`src/rtl/assert_macros.svh`:
```
// assertion macros shared by the adrps modules
// no dependencies; define SYNTH to compile the checks away
`ifndef ASSERT_MACROS_SVH
`define ASSERT_MACROS_SVH
`ifndef SYNTH
`define AST_PROP(lbl, clk, rst, prop) \
   lbl: assert property (@(posedge clk) disable iff (rst) (prop)) \
      else $error("adrps assertion failed");
`define AST_IMPL(lbl, clk, rst, ante, cons) \
   lbl: assert property (@(posedge clk) disable iff (rst) (ante) |-> (cons)) \
      else $error("adrps assertion failed");
`define AST_NEXT(lbl, clk, rst, ante, cons) \
   lbl: assert property (@(posedge clk) disable iff (rst) (ante) |=> (cons)) \
      else $error("adrps assertion failed");
`else
`define AST_PROP(lbl, clk, rst, prop)
`define AST_IMPL(lbl, clk, rst, ante, cons)
`define AST_NEXT(lbl, clk, rst, ante, cons)
`endif
`endif

```
`src/rtl/adrps_pkg.sv`:
```
// constants and types of the adrp pair reference scanner
// no dependencies
package adrps_pkg;

   localparam int SLOTS          = 8;
   localparam int WINDOW_DEFAULT = 8;
   localparam int CSR_INDEX_W    = 3;

   localparam logic [CSR_INDEX_W-1:0] CSR_REGION_BASE   = 3'd0;
   localparam logic [CSR_INDEX_W-1:0] CSR_WANTED_TARGET = 3'd1;
   localparam logic [CSR_INDEX_W-1:0] CSR_FOLLOWER_KIND = 3'd2;
   localparam logic [CSR_INDEX_W-1:0] CSR_MATCH_ANY     = 3'd3;
   localparam logic [CSR_INDEX_W-1:0] CSR_WANTED_REG    = 3'd4;

   localparam logic FOLLOW_ADD = 1'b0;
   localparam logic FOLLOW_LDR = 1'b1;

   typedef struct packed {
      logic [63:0]       wanted_target;
      logic              follower_kind;
      logic              match_any_target;
      logic signed [5:0] wanted_register;
   } cfg_type;

   // everything one word's matches need to be delivered
   typedef struct packed {
      logic [SLOTS-1:0]             hit;
      logic [SLOTS-1:0][SLOTS-1:0]  older;
      logic [SLOTS-1:0][63:0]       target;
      logic [SLOTS-1:0][63:0]       adrp_address;
      logic [63:0]                  follower_address;
      logic [4:0]                   reg_number;
      logic [31:0]                  base_index;
   } hits_type;

endpackage

```
`src/rtl/adrps_if.sv`:
```
// request and response channel interfaces of the adrp pair reference scanner
// no dependencies
interface adrps_req_if;
   logic        valid;
   logic        ready;
   logic [31:0] insn_word;
   logic        last_word;

   modport source (output valid, output insn_word, output last_word, input ready);
   modport sink   (input valid, input insn_word, input last_word, output ready);
endinterface

interface adrps_rsp_if;
   logic        valid;
   logic        ready;
   logic [63:0] adrp_address;
   logic [63:0] follower_address;
   logic [63:0] resolved_target;
   logic [4:0]  reg_number;
   logic [31:0] reference_index;
   logic        last_of_run;

   modport source (output valid, output adrp_address, output follower_address,
                   output resolved_target, output reg_number, output reference_index,
                   output last_of_run, input ready);
   modport sink   (input valid, input adrp_address, input follower_address,
                   input resolved_target, input reg_number, input reference_index,
                   input last_of_run, output ready);
endinterface

```
`src/rtl/adrps_window.sv`:
```
// window slots: adrp tracking, follower matching and slot update
// depends on adrps_pkg and assert_macros.svh
`include "assert_macros.svh"

module adrps_window #(
   parameter int WINDOW = adrps_pkg::WINDOW_DEFAULT
) (
   input  logic               clock,
   input  logic               reset,
   input  adrps_pkg::cfg_type cfg,
   input  logic [31:0]        word,
   input  logic [63:0]        pc,
   input  logic [31:0]        index_base,
   input  logic               commit,
   input  logic               last,
   output adrps_pkg::hits_type hits,
   output logic               hit_any
);

   localparam int SLOTS  = adrps_pkg::SLOTS;
   localparam int AGE_W  = $clog2(WINDOW + 1);
   localparam int SLOT_W = $clog2(SLOTS);

   localparam logic [7:0] ADD_OPC  = 8'h91;
   localparam logic [9:0] LDR_OPC  = 10'h3e5;
   localparam logic [4:0] ADRP_OPC = 5'b10000;

   logic [SLOTS-1:0]            valid_ff, valid_in;
   logic [SLOTS-1:0][4:0]       reg_ff, reg_in;
   logic [SLOTS-1:0][51:0]      page_ff, page_in;
   logic [SLOTS-1:0][AGE_W-1:0] age_ff, age_in;

   logic        add_ok, ldr_ok, follow_ok;
   logic [23:0] off_add, off_ldr, offset;
   logic        is_adrp, reg_ok, open;
   logic [20:0] adrp_imm;
   logic [SLOTS-1:0] hit;

   // follower decode, source and destination must agree
   always_comb begin
      add_ok  = (word[31:24] == ADD_OPC) && !word[23];
      ldr_ok  = (word[31:22] == LDR_OPC);
      off_add = word[22] ? {word[21:10], 12'h000} : {12'h000, word[21:10]};
      off_ldr = {9'd0, word[21:10], 3'b000};
      if (cfg.follower_kind == adrps_pkg::FOLLOW_LDR) begin
         follow_ok = ldr_ok;
         offset    = off_ldr;
      end else begin
         follow_ok = add_ok;
         offset    = off_add;
      end
      follow_ok = follow_ok && (word[4:0] == word[9:5]);
   end

   always_comb begin
      is_adrp  = word[31] && (word[28:24] == ADRP_OPC);
      reg_ok   = cfg.wanted_register[5] || (cfg.wanted_register[4:0] == word[4:0]);
      open     = is_adrp && reg_ok;
      adrp_imm = {word[23:5], word[30:29]};
   end

   always_comb begin
      for (int i = 0; i < SLOTS; i++) begin
         hits.target[i]       = {page_ff[i], 12'h000} + 64'(offset);
         hits.adrp_address[i] = pc - ((64'(age_ff[i]) + 64'd1) << 2);
         hit[i] = follow_ok && valid_ff[i] && (reg_ff[i] == word[4:0]) &&
                  (cfg.match_any_target || (hits.target[i] == cfg.wanted_target));
         for (int j = 0; j < SLOTS; j++) begin
            hits.older[i][j] = age_ff[i] > age_ff[j];
         end
      end
      hits.hit              = hit;
      hits.follower_address = pc;
      hits.reg_number       = word[4:0];
      hits.base_index       = index_base;
      hit_any               = |hit;
   end

   // closes, ageing, then the new adrp takes a free slot or the oldest one; a last word clears all slots
   always_comb begin
      logic              found;
      logic [SLOT_W-1:0] slot;
      logic [AGE_W-1:0]  oldest;
      valid_in = valid_ff;
      reg_in   = reg_ff;
      page_in  = page_ff;
      age_in   = age_ff;
      found    = 1'b0;
      slot     = '0;
      oldest   = '0;
      if (commit) begin
         for (int i = 0; i < SLOTS; i++) begin
            if (valid_ff[i] && !hit[i]) begin
               age_in[i]   = age_ff[i] + AGE_W'(1);
               valid_in[i] = age_in[i] < AGE_W'(WINDOW);
            end else begin
               valid_in[i] = 1'b0;
            end
         end
         if (open) begin
            for (int i = 0; i < SLOTS; i++) begin
               if (!found && !valid_in[i]) begin
                  found = 1'b1;
                  slot  = SLOT_W'(i);
               end
            end
            if (!found) begin
               for (int i = 0; i < SLOTS; i++) begin
                  if (age_in[i] >= oldest) begin
                     oldest = age_in[i];
                     slot   = SLOT_W'(i);
                  end
               end
            end
            valid_in[slot] = 1'b1;
            reg_in[slot]   = word[4:0];
            page_in[slot]  = pc[63:12] + {{31{adrp_imm[20]}}, adrp_imm};
            age_in[slot]   = '0;
         end
         if (last) begin
            valid_in = '0;
         end
      end
   end

   always_ff @(posedge clock) begin
      if (reset) begin
         valid_ff <= '0;
      end else begin
         valid_ff <= valid_in;
      end
   end

   always_ff @(posedge clock) begin
      reg_ff  <= reg_in;
      page_ff <= page_in;
      age_ff  <= age_in;
   end

   `AST_PROP(a_hit_on_open_slot, clock, reset, (hit & ~valid_ff) == '0)
   `AST_NEXT(a_region_end_clears, clock, reset, commit && last, valid_ff == '0)
   `AST_NEXT(a_one_open_per_word, clock, reset, 1'b1,
             $countones(valid_ff) <= $countones($past(valid_ff)) + 1)

endmodule

```
`src/rtl/adrps_emit.sv`:
```
// result stage: holds one word's matches and hands them out oldest adrp first
// depends on adrps_pkg, adrps_if and assert_macros.svh
`include "assert_macros.svh"

module adrps_emit (
   input  logic                clock,
   input  logic                reset,
   input  logic                load,
   input  adrps_pkg::hits_type load_data,
   output logic                can_load,
   adrps_rsp_if.source         rsp
);

   localparam int SLOTS = adrps_pkg::SLOTS;

   logic [SLOTS-1:0]    mask_ff, mask_in;
   adrps_pkg::hits_type data_ff, data_in;
   logic [31:0]         index_ff, index_in;

   logic [SLOTS-1:0] sel;
   logic             fire, last;
   logic [63:0]      adrp_mux, target_mux;

   // the oldest remaining match is older than every other remaining one
   always_comb begin
      for (int i = 0; i < SLOTS; i++) begin
         sel[i] = mask_ff[i];
         for (int j = 0; j < SLOTS; j++) begin
            if (j != i && mask_ff[j] && !data_ff.older[i][j]) begin
               sel[i] = 1'b0;
            end
         end
      end
   end

   always_comb begin
      adrp_mux   = '0;
      target_mux = '0;
      for (int i = 0; i < SLOTS; i++) begin
         if (sel[i]) begin
            adrp_mux   = adrp_mux | data_ff.adrp_address[i];
            target_mux = target_mux | data_ff.target[i];
         end
      end
   end

   assign fire     = rsp.valid && rsp.ready;
   assign last     = (mask_ff & ~sel) == '0;
   assign can_load = (mask_ff == '0) || (fire && last);

   assign rsp.valid            = |mask_ff;
   assign rsp.adrp_address     = adrp_mux;
   assign rsp.follower_address = data_ff.follower_address;
   assign rsp.resolved_target  = target_mux;
   assign rsp.reg_number       = data_ff.reg_number;
   assign rsp.reference_index  = index_ff;
   assign rsp.last_of_run      = last;

   always_comb begin
      mask_in  = mask_ff;
      index_in = index_ff;
      data_in  = data_ff;
      if (load) begin
         mask_in  = load_data.hit;
         index_in = load_data.base_index;
         data_in  = load_data;
      end else if (fire) begin
         mask_in  = mask_ff & ~sel;
         index_in = index_ff + 32'd1;
      end
   end

   always_ff @(posedge clock) begin
      if (reset) begin
         mask_ff <= '0;
      end else begin
         mask_ff <= mask_in;
      end
   end

   always_ff @(posedge clock) begin
      index_ff <= index_in;
      data_ff  <= data_in;
   end

   `AST_IMPL(a_load_when_free, clock, reset, load, (mask_ff == '0) || (fire && last))
   `AST_IMPL(a_single_pick, clock, reset, rsp.valid, $onehot(sel))
   `AST_NEXT(a_run_ends, clock, reset, fire && last && !load, !rsp.valid)

endmodule

```
`src/rtl/adrp_pair_reference_scan_top.sv`:
```
// top level of the adrp pair reference scanner
// depends on adrps_pkg, adrps_if, adrps_window and adrps_emit
//
// Usage:
//  req_ch carries one instruction word per transfer (valid/ready); last_word
//  marks the final word of a region, after which open windows are dropped,
//  the word address returns to the region base and the reference index
//  restarts at zero.
//  rsp_ch carries one matched adrp pair per transfer; last_of_run flags the
//  final result caused by one input word.
//  csr_* writes a register on any cycle with csr_write_enable high; the user
//  must write only while the block is idle, which the block does not enforce;
//  writing the region base also reloads the current word address.
//  A word is taken into the input register; its matches move on to the result
//  register, which offers them, once that register can take them. Words pass at
//  one word per cycle while none waits. A word that closes k windows holds the
//  result register until its k results are taken, and a next word that also
//  closes windows waits. A stalled receiver holds the result register and the
//  input register fills behind it; words that close nothing still pass.
//  Reset clears all windows and the counters and sets the configuration to defaults.
module adrp_pair_reference_scan_top #(
   parameter int WINDOW = adrps_pkg::WINDOW_DEFAULT
) (
   input  logic                              clock,
   input  logic                              reset,
   input  logic                              csr_write_enable,
   input  logic [adrps_pkg::CSR_INDEX_W-1:0] csr_index,
   input  logic [63:0]                       csr_write_data,
   adrps_req_if.sink                         req_ch,
   adrps_rsp_if.source                       rsp_ch
);

   adrps_pkg::cfg_type  cfg_ff, cfg_in;
   logic [63:0]         base_ff, base_in;
   logic [63:0]         pc_ff, pc_in;
   logic [31:0]         count_ff, count_in;
   logic                word_valid_ff, word_valid_in;
   logic [31:0]         word_ff, word_in;
   logic                last_ff, last_in;

   adrps_pkg::hits_type hits;
   logic                hit_any;
   logic                can_load;
   logic                advance;
   logic                accept;

   assign advance      = word_valid_ff && (!hit_any || can_load);
   assign req_ch.ready = !word_valid_ff || advance;
   assign accept       = req_ch.valid && req_ch.ready;

   always_comb begin
      cfg_in        = cfg_ff;
      base_in       = base_ff;
      pc_in         = pc_ff;
      count_in      = count_ff;
      word_valid_in = word_valid_ff;
      word_in       = word_ff;
      last_in       = last_ff;
      if (advance) begin
         word_valid_in = 1'b0;
         if (last_ff) begin
            pc_in    = base_ff;
            count_in = '0;
         end else begin
            pc_in    = pc_ff + 64'd4;
            count_in = count_ff + 32'($countones(hits.hit));
         end
      end
      if (accept) begin
         word_valid_in = 1'b1;
         word_in       = req_ch.insn_word;
         last_in       = req_ch.last_word;
      end
      if (csr_write_enable) begin
         case (csr_index)
            adrps_pkg::CSR_REGION_BASE: begin
               base_in = csr_write_data;
               pc_in   = csr_write_data;
            end
            adrps_pkg::CSR_WANTED_TARGET: begin
               cfg_in.wanted_target = csr_write_data;
            end
            adrps_pkg::CSR_FOLLOWER_KIND: begin
               cfg_in.follower_kind = csr_write_data[0];
            end
            adrps_pkg::CSR_MATCH_ANY: begin
               cfg_in.match_any_target = csr_write_data[0];
            end
            adrps_pkg::CSR_WANTED_REG: begin
               cfg_in.wanted_register = csr_write_data[5:0];
            end
            default: begin
            end
         endcase
      end
   end

   always_ff @(posedge clock) begin
      if (reset) begin
         cfg_ff.wanted_target    <= '0;
         cfg_ff.follower_kind    <= adrps_pkg::FOLLOW_ADD;
         cfg_ff.match_any_target <= 1'b0;
         cfg_ff.wanted_register  <= 6'h3f;
         base_ff                 <= '0;
         pc_ff                   <= '0;
         count_ff                <= '0;
         word_valid_ff           <= 1'b0;
      end else begin
         cfg_ff        <= cfg_in;
         base_ff       <= base_in;
         pc_ff         <= pc_in;
         count_ff      <= count_in;
         word_valid_ff <= word_valid_in;
      end
   end

   always_ff @(posedge clock) begin
      word_ff <= word_in;
      last_ff <= last_in;
   end

   adrps_window #(
      .WINDOW (WINDOW)
   ) u_window (
      .clock      (clock),
      .reset      (reset),
      .cfg        (cfg_ff),
      .word       (word_ff),
      .pc         (pc_ff),
      .index_base (count_ff),
      .commit     (advance),
      .last       (last_ff),
      .hits       (hits),
      .hit_any    (hit_any)
   );

   adrps_emit u_emit (
      .clock     (clock),
      .reset     (reset),
      .load      (advance && hit_any),
      .load_data (hits),
      .can_load  (can_load),
      .rsp       (rsp_ch)
   );

endmodule
```
`src/flat_wrapper.sv`:
```
// flat-port wrapper written by rule: the top's interface ports become plain ports
module adrp_pair_reference_scan_top_flat 
#(
   parameter int WINDOW = adrps_pkg::WINDOW_DEFAULT
)
  (clock, reset, csr_write_enable, csr_index, csr_write_data, req_ch_valid, req_ch_insn_word, req_ch_last_word, req_ch_ready, rsp_ch_valid, rsp_ch_adrp_address, rsp_ch_follower_address, rsp_ch_resolved_target, rsp_ch_reg_number, rsp_ch_reference_index, rsp_ch_last_of_run, rsp_ch_ready);
  adrps_req_if req_ch_i ();
  adrps_rsp_if rsp_ch_i ();
  input  logic clock;
  input  logic reset;
  input  logic csr_write_enable;
  input  logic [adrps_pkg::CSR_INDEX_W-1:0] csr_index;
  input  logic [63:0] csr_write_data;
  input wire logic [$bits(req_ch_i.valid)-1:0] req_ch_valid;
  input wire logic [$bits(req_ch_i.insn_word)-1:0] req_ch_insn_word;
  input wire logic [$bits(req_ch_i.last_word)-1:0] req_ch_last_word;
  output wire logic [$bits(req_ch_i.ready)-1:0] req_ch_ready;
  output wire logic [$bits(rsp_ch_i.valid)-1:0] rsp_ch_valid;
  output wire logic [$bits(rsp_ch_i.adrp_address)-1:0] rsp_ch_adrp_address;
  output wire logic [$bits(rsp_ch_i.follower_address)-1:0] rsp_ch_follower_address;
  output wire logic [$bits(rsp_ch_i.resolved_target)-1:0] rsp_ch_resolved_target;
  output wire logic [$bits(rsp_ch_i.reg_number)-1:0] rsp_ch_reg_number;
  output wire logic [$bits(rsp_ch_i.reference_index)-1:0] rsp_ch_reference_index;
  output wire logic [$bits(rsp_ch_i.last_of_run)-1:0] rsp_ch_last_of_run;
  input wire logic [$bits(rsp_ch_i.ready)-1:0] rsp_ch_ready;
  assign req_ch_i.valid = req_ch_valid;
  assign req_ch_i.insn_word = req_ch_insn_word;
  assign req_ch_i.last_word = req_ch_last_word;
  assign req_ch_ready = req_ch_i.ready;
  assign rsp_ch_valid = rsp_ch_i.valid;
  assign rsp_ch_adrp_address = rsp_ch_i.adrp_address;
  assign rsp_ch_follower_address = rsp_ch_i.follower_address;
  assign rsp_ch_resolved_target = rsp_ch_i.resolved_target;
  assign rsp_ch_reg_number = rsp_ch_i.reg_number;
  assign rsp_ch_reference_index = rsp_ch_i.reference_index;
  assign rsp_ch_last_of_run = rsp_ch_i.last_of_run;
  assign rsp_ch_i.ready = rsp_ch_ready;
  adrp_pair_reference_scan_top #(.WINDOW(WINDOW)) u_core (.clock(clock), .reset(reset), .csr_write_enable(csr_write_enable), .csr_index(csr_index), .csr_write_data(csr_write_data), .req_ch(req_ch_i), .rsp_ch(rsp_ch_i));
endmodule
```
`config.mk`:
```
export PLATFORM = sky130hd
export DESIGN_NAME = adrp_pair_reference_scan_top_flat
export DESIGN_NICKNAME = d
export VERILOG_FILES = /design/src/rtl/adrps_pkg.sv /design/src/rtl/adrps_if.sv /design/src/rtl/adrps_window.sv /design/src/rtl/adrps_emit.sv /design/src/rtl/adrp_pair_reference_scan_top.sv /design/src/flat_wrapper.sv
export VERILOG_INCLUDE_DIRS = /design/src /design/src/rtl
export SDC_FILE = /design/constraint.sdc
export NUM_CORES = 2
export LEC_CHECK = 0
export ABC_CLOCK_PERIOD_IN_PS = 47000
export BUFFER_PORTS_ARGS = -buffer_cell sky130_fd_sc_hd__buf_2
export CORE_ASPECT_RATIO = 1.2
export CORE_MARGIN = 2
export CORE_UTILIZATION = 35
export CTS_CLUSTER_SIZE = 28
export DETAILED_ROUTE_END_ITERATION = 7
export PLACE_DENSITY = 0.58
export SLEW_MARGIN = 40
export SYNTH_ARGS = -nofsm -noshare
export SYNTH_HDL_FRONTEND = slang
export SYNTH_SLANG_ARGS = --single-unit
export TNS_END_PERCENT = 10
```
`constraint.sdc`:
```
create_clock -name clock -period 47 [get_ports clock]
set_clock_uncertainty 0.05 [all_clocks]
set_input_delay 7.05 -clock clock [delete_from_list [all_inputs] [get_ports clock]]
set_output_delay 7.05 -clock clock [all_outputs]
set_load 0.005 [all_outputs]
```
==> qor.txt <==
Net Sw Power -> 1.20 mW
CP Launch Type -> flop
Final Hold Viols -> 0
RSZ-0062 raised after global routing -> false
global routing's busiest layer -> met2
post-DP HPWL -> 393000 um
share of cells above drive strength 1 -> 11.8%
GRT overflow -> 0
Placed Cells incl. Taps -> 14300
largest net degree at the start of global routing -> 148
placed cell area -> 115000 um2
outcome -> finished, violations left
Root Driver -> clkbuf_16
failing checks -> design-rule violations
Net Sw Frac -> 28.9%
Comb power frac -> 14.8%
Lkg Pwr -> 43.4 nW
DR WL/cell -> 36.0 um
CTS tree -> yes
Fill cells -> 29400
GP Congestion -> 1.11
crit-path max FO -> 43
ys flop type -> edfxtp_1
main combinational cell family by area after synthesis -> simple AND/OR/NAND/NOR gates
I/O Pins -> 337
commonest non-fill, non-tap cell in the layout -> edfxtp_1
met2 GRT Util -> 53.0%
worst hold path type -> flop to flop
initial antenna violation count -> 94
multi-input logic area -> 50900 um2
GRT met1 Usage -> 38.2%
slowest stage cell, crit path -> and2_2
post-CTS resize count -> 0
die height -> 609 um
fmax -> 50.0 MHz
most frequent cells in the layout -> 1602 x edfxtp_1, 1030 x nand2_1, 797 x xnor2_1
Critical Path AT -> 20.49 ns
Mean Syn Cell Area -> 10.4 um2
Seq/Total Area, Yosys -> 49.7%
post-synthesis sequential element count -> 1851
Final nets -> 11000
Seq pwr share -> 44.2%
final core occ -> 40.0%
Post CTS Setup Buffer Count -> 0
Worst-path clk slew -> 0.07 ns
CP required -> 47.50 ns
number of vias per cell -> 6.22
Synth warnings -> 0
depth of the CTS H-tree -> 4
Synth Area in Compound Gates -> 14.0%
Post-synth EDFFs -> 1602
TritonRoute pass-1 iters -> 8
antenna-violating nets left -> 0
Slowest Stage Delay on Critical Path -> 0.67 ns
Synth Instances -> 10300
Port Buffers -> 336
Synth Area in XOR/XNOR -> 12.2%
crit path time final -> 19.99 ns
Post-Syn Area -> 107000 um2
DRT iter0 DRCs -> 12400
Synthesized Nets -> 10700
Max Cap Violations -> 0
Slew @ Worst Pin -> 1.05 ns
number of global-route vias before repair -> 87300
PwrDens -> 34.0 nW/um2
area share of and/or/nand/nor cells after synthesis -> 15.9%
Die Wd -> 509 um
post-synth cell types -> 104
die footprint -> 310000 um2
Tot Pwr -> 4.15 mW
final wirelength -> 533000 um
Clock Power Share -> 41.0%
first-pass GRT wire length -> 717000 um
vias -> 92000
Placeable Area -> 304000 um2
maximum clock path buffer count -> 4
Initial Utilization -> 35.1%
Post-Synth Adder-Cell Area -> 4.02%
asr flop ratio synth -> 0%
Worst Setup Path Type -> flop to flop
max-slew violations -> 0
clock latency on the worst-skew pair -> 0.94 ns
# setup viols final -> 0
CTS sink count -> 1851
slew margin rel. -> 29.6%
total CTS buffers -> 211
total track usage -> 33.2%
global-route met3 utilization -> 7.60%
CTS Hold Buffers Added -> 0
post-route cell area -> 122000 um2
register area -> 53100 um2
CP endpoint kind -> flop
multiplexer share of the synthesized area -> 0.604%
Post-Layout Cell Count -> 14800
P_int -> 2.95 mW
Residual DRC -> 1
TNS Setup -> 0 ns
Tcrit/Tclk final -> 42.5%
Rows -> 222
Area Overhead vs Synth -> 14.0%
Peak VDD IR -> 0.0339 mV
-- path summary, 6_finish.rpt --
kind	startpoint	end	slack, ns	depth (start not counted)
min reg2reg	u_core.pc_ff[0]	u_core.u_emit.data_ff[101]	0.38	0
max reg2reg	u_core.word_ff[22]	u_core.u_window.page_ff[256]	27.01	68
min	u_core.pc_ff[0]	u_core.u_emit.data_ff[101]	0.38	0
max	u_core.word_ff[22]	u_core.u_window.page_ff[256]	27.01	68
-- cells by family after synthesis --
group                      after synthesis
AOI/OAI and AO/OA                     2187
xor gates and xnor gates              1447
adders and majority gates              331
buffers and inverters                  962
DFF                                   1851
muxes                                   62
and+or+nand+nor                       3467
-- critical path: cells and delay by family (launching register included) --
family / cells / cell delay [ns]
mux: 2 / 0.60
flops: 1 / 0.33
buf+inv: 5 / 1.69
simple gates: 20 / 5.16
fa+ha+maj: 10 / 2.97
xor+xnor: 1 / 0.27
compound gates: 30 / 8.39
-- synthesized netlist by cell type (46+ instances only) --
cell type / n / area share [%]
nand4_1: 284 / 1.7
a21oi_1: 515 / 2.4
inv_1: 279 / 0.98
o211ai_1: 89 / 0.62
nor2b_1: 95 / 0.56
ha_1: 300 / 3.5
buf_1: 91 / 0.32
and2_1: 109 / 0.64
xor2_1: 586 / 4.8
nor2_1: 771 / 2.7
nand2_1: 1033 / 3.6
o21ai_0: 305 / 1.4
a22oi_1: 488 / 3.4
or2_2: 48 / 0.28
nor4_1: 128 / 0.75
a41oi_1: 51 / 0.42
o221ai_1: 47 / 0.39
dfxtp_1: 249 / 4.7
xnor2_1: 835 / 6.8
edfxtp_1: 1602 / 45
a31oi_1: 65 / 0.38
nand3_1: 282 / 1.3
a21o_1: 98 / 0.69
nor3_1: 217 / 1.0
clkbuf_1: 475 / 1.7
o2111ai_1: 46 / 0.38
buf_4: 72 / 0.51
and3_1: 149 / 0.87
nand2b_1: 103 / 0.60
-- state kept, by name, indices dropped and copies added, names as in the netlist, 40 cells and up --
name / cells
u_core.u_window.reg_ff: 40
u_core.u_emit.rsp.follower_address: 62
u_core.u_emit.data_ff: 982
u_core.base_ff: 64
u_core.u_window.page_ff: 416
u_core.pc_ff: 64
u_core.cfg_ff: 72
-- area by class of cell --
type                            count  share of cell area (%)
Tap cell                         4032                    4.14
Sequential cell                  1851                    43.6
Clock buffer                      255                    4.54
Inverter                          289                   0.900
Multi-Input combinational cell   7494                    41.8
Timing Repair Buffer              690                    3.87
Antenna cell                       58                   0.119
Clock inverter                    130                    1.05
-- power groups by stage --
stage	Combinational [mW]	Clock, mW	Sequential, mW
2_1_floorplan	0.305	0	1.86
3_3_place_gp	0.569	0	1.87
3_5_place_dp	0.584	0	1.87
4_1_cts	0.587	1.71	1.83
5_1_grt	0.629	1.77	1.83
6_report	0.614	1.70	1.83
-- layer usage --
metal	share of wire [%]	vias to the layer above
li1	-	38600
met1	35	45600
met2	46	6118
met3	9.6	1699
met4	9.6	22
met5	0.026	-
-- metrics by stage --
stage,setup slack (ns),hold WS (ns)
after global placement,26.83,0.363
after floorplan,8.54,0.353
final,27.01,0.381
after global routing,25.61,0.381
after CTS,27.05,0.375
after detailed placement,27.10,0.369
No activity file was read; power rests on OpenSTA's default activity.
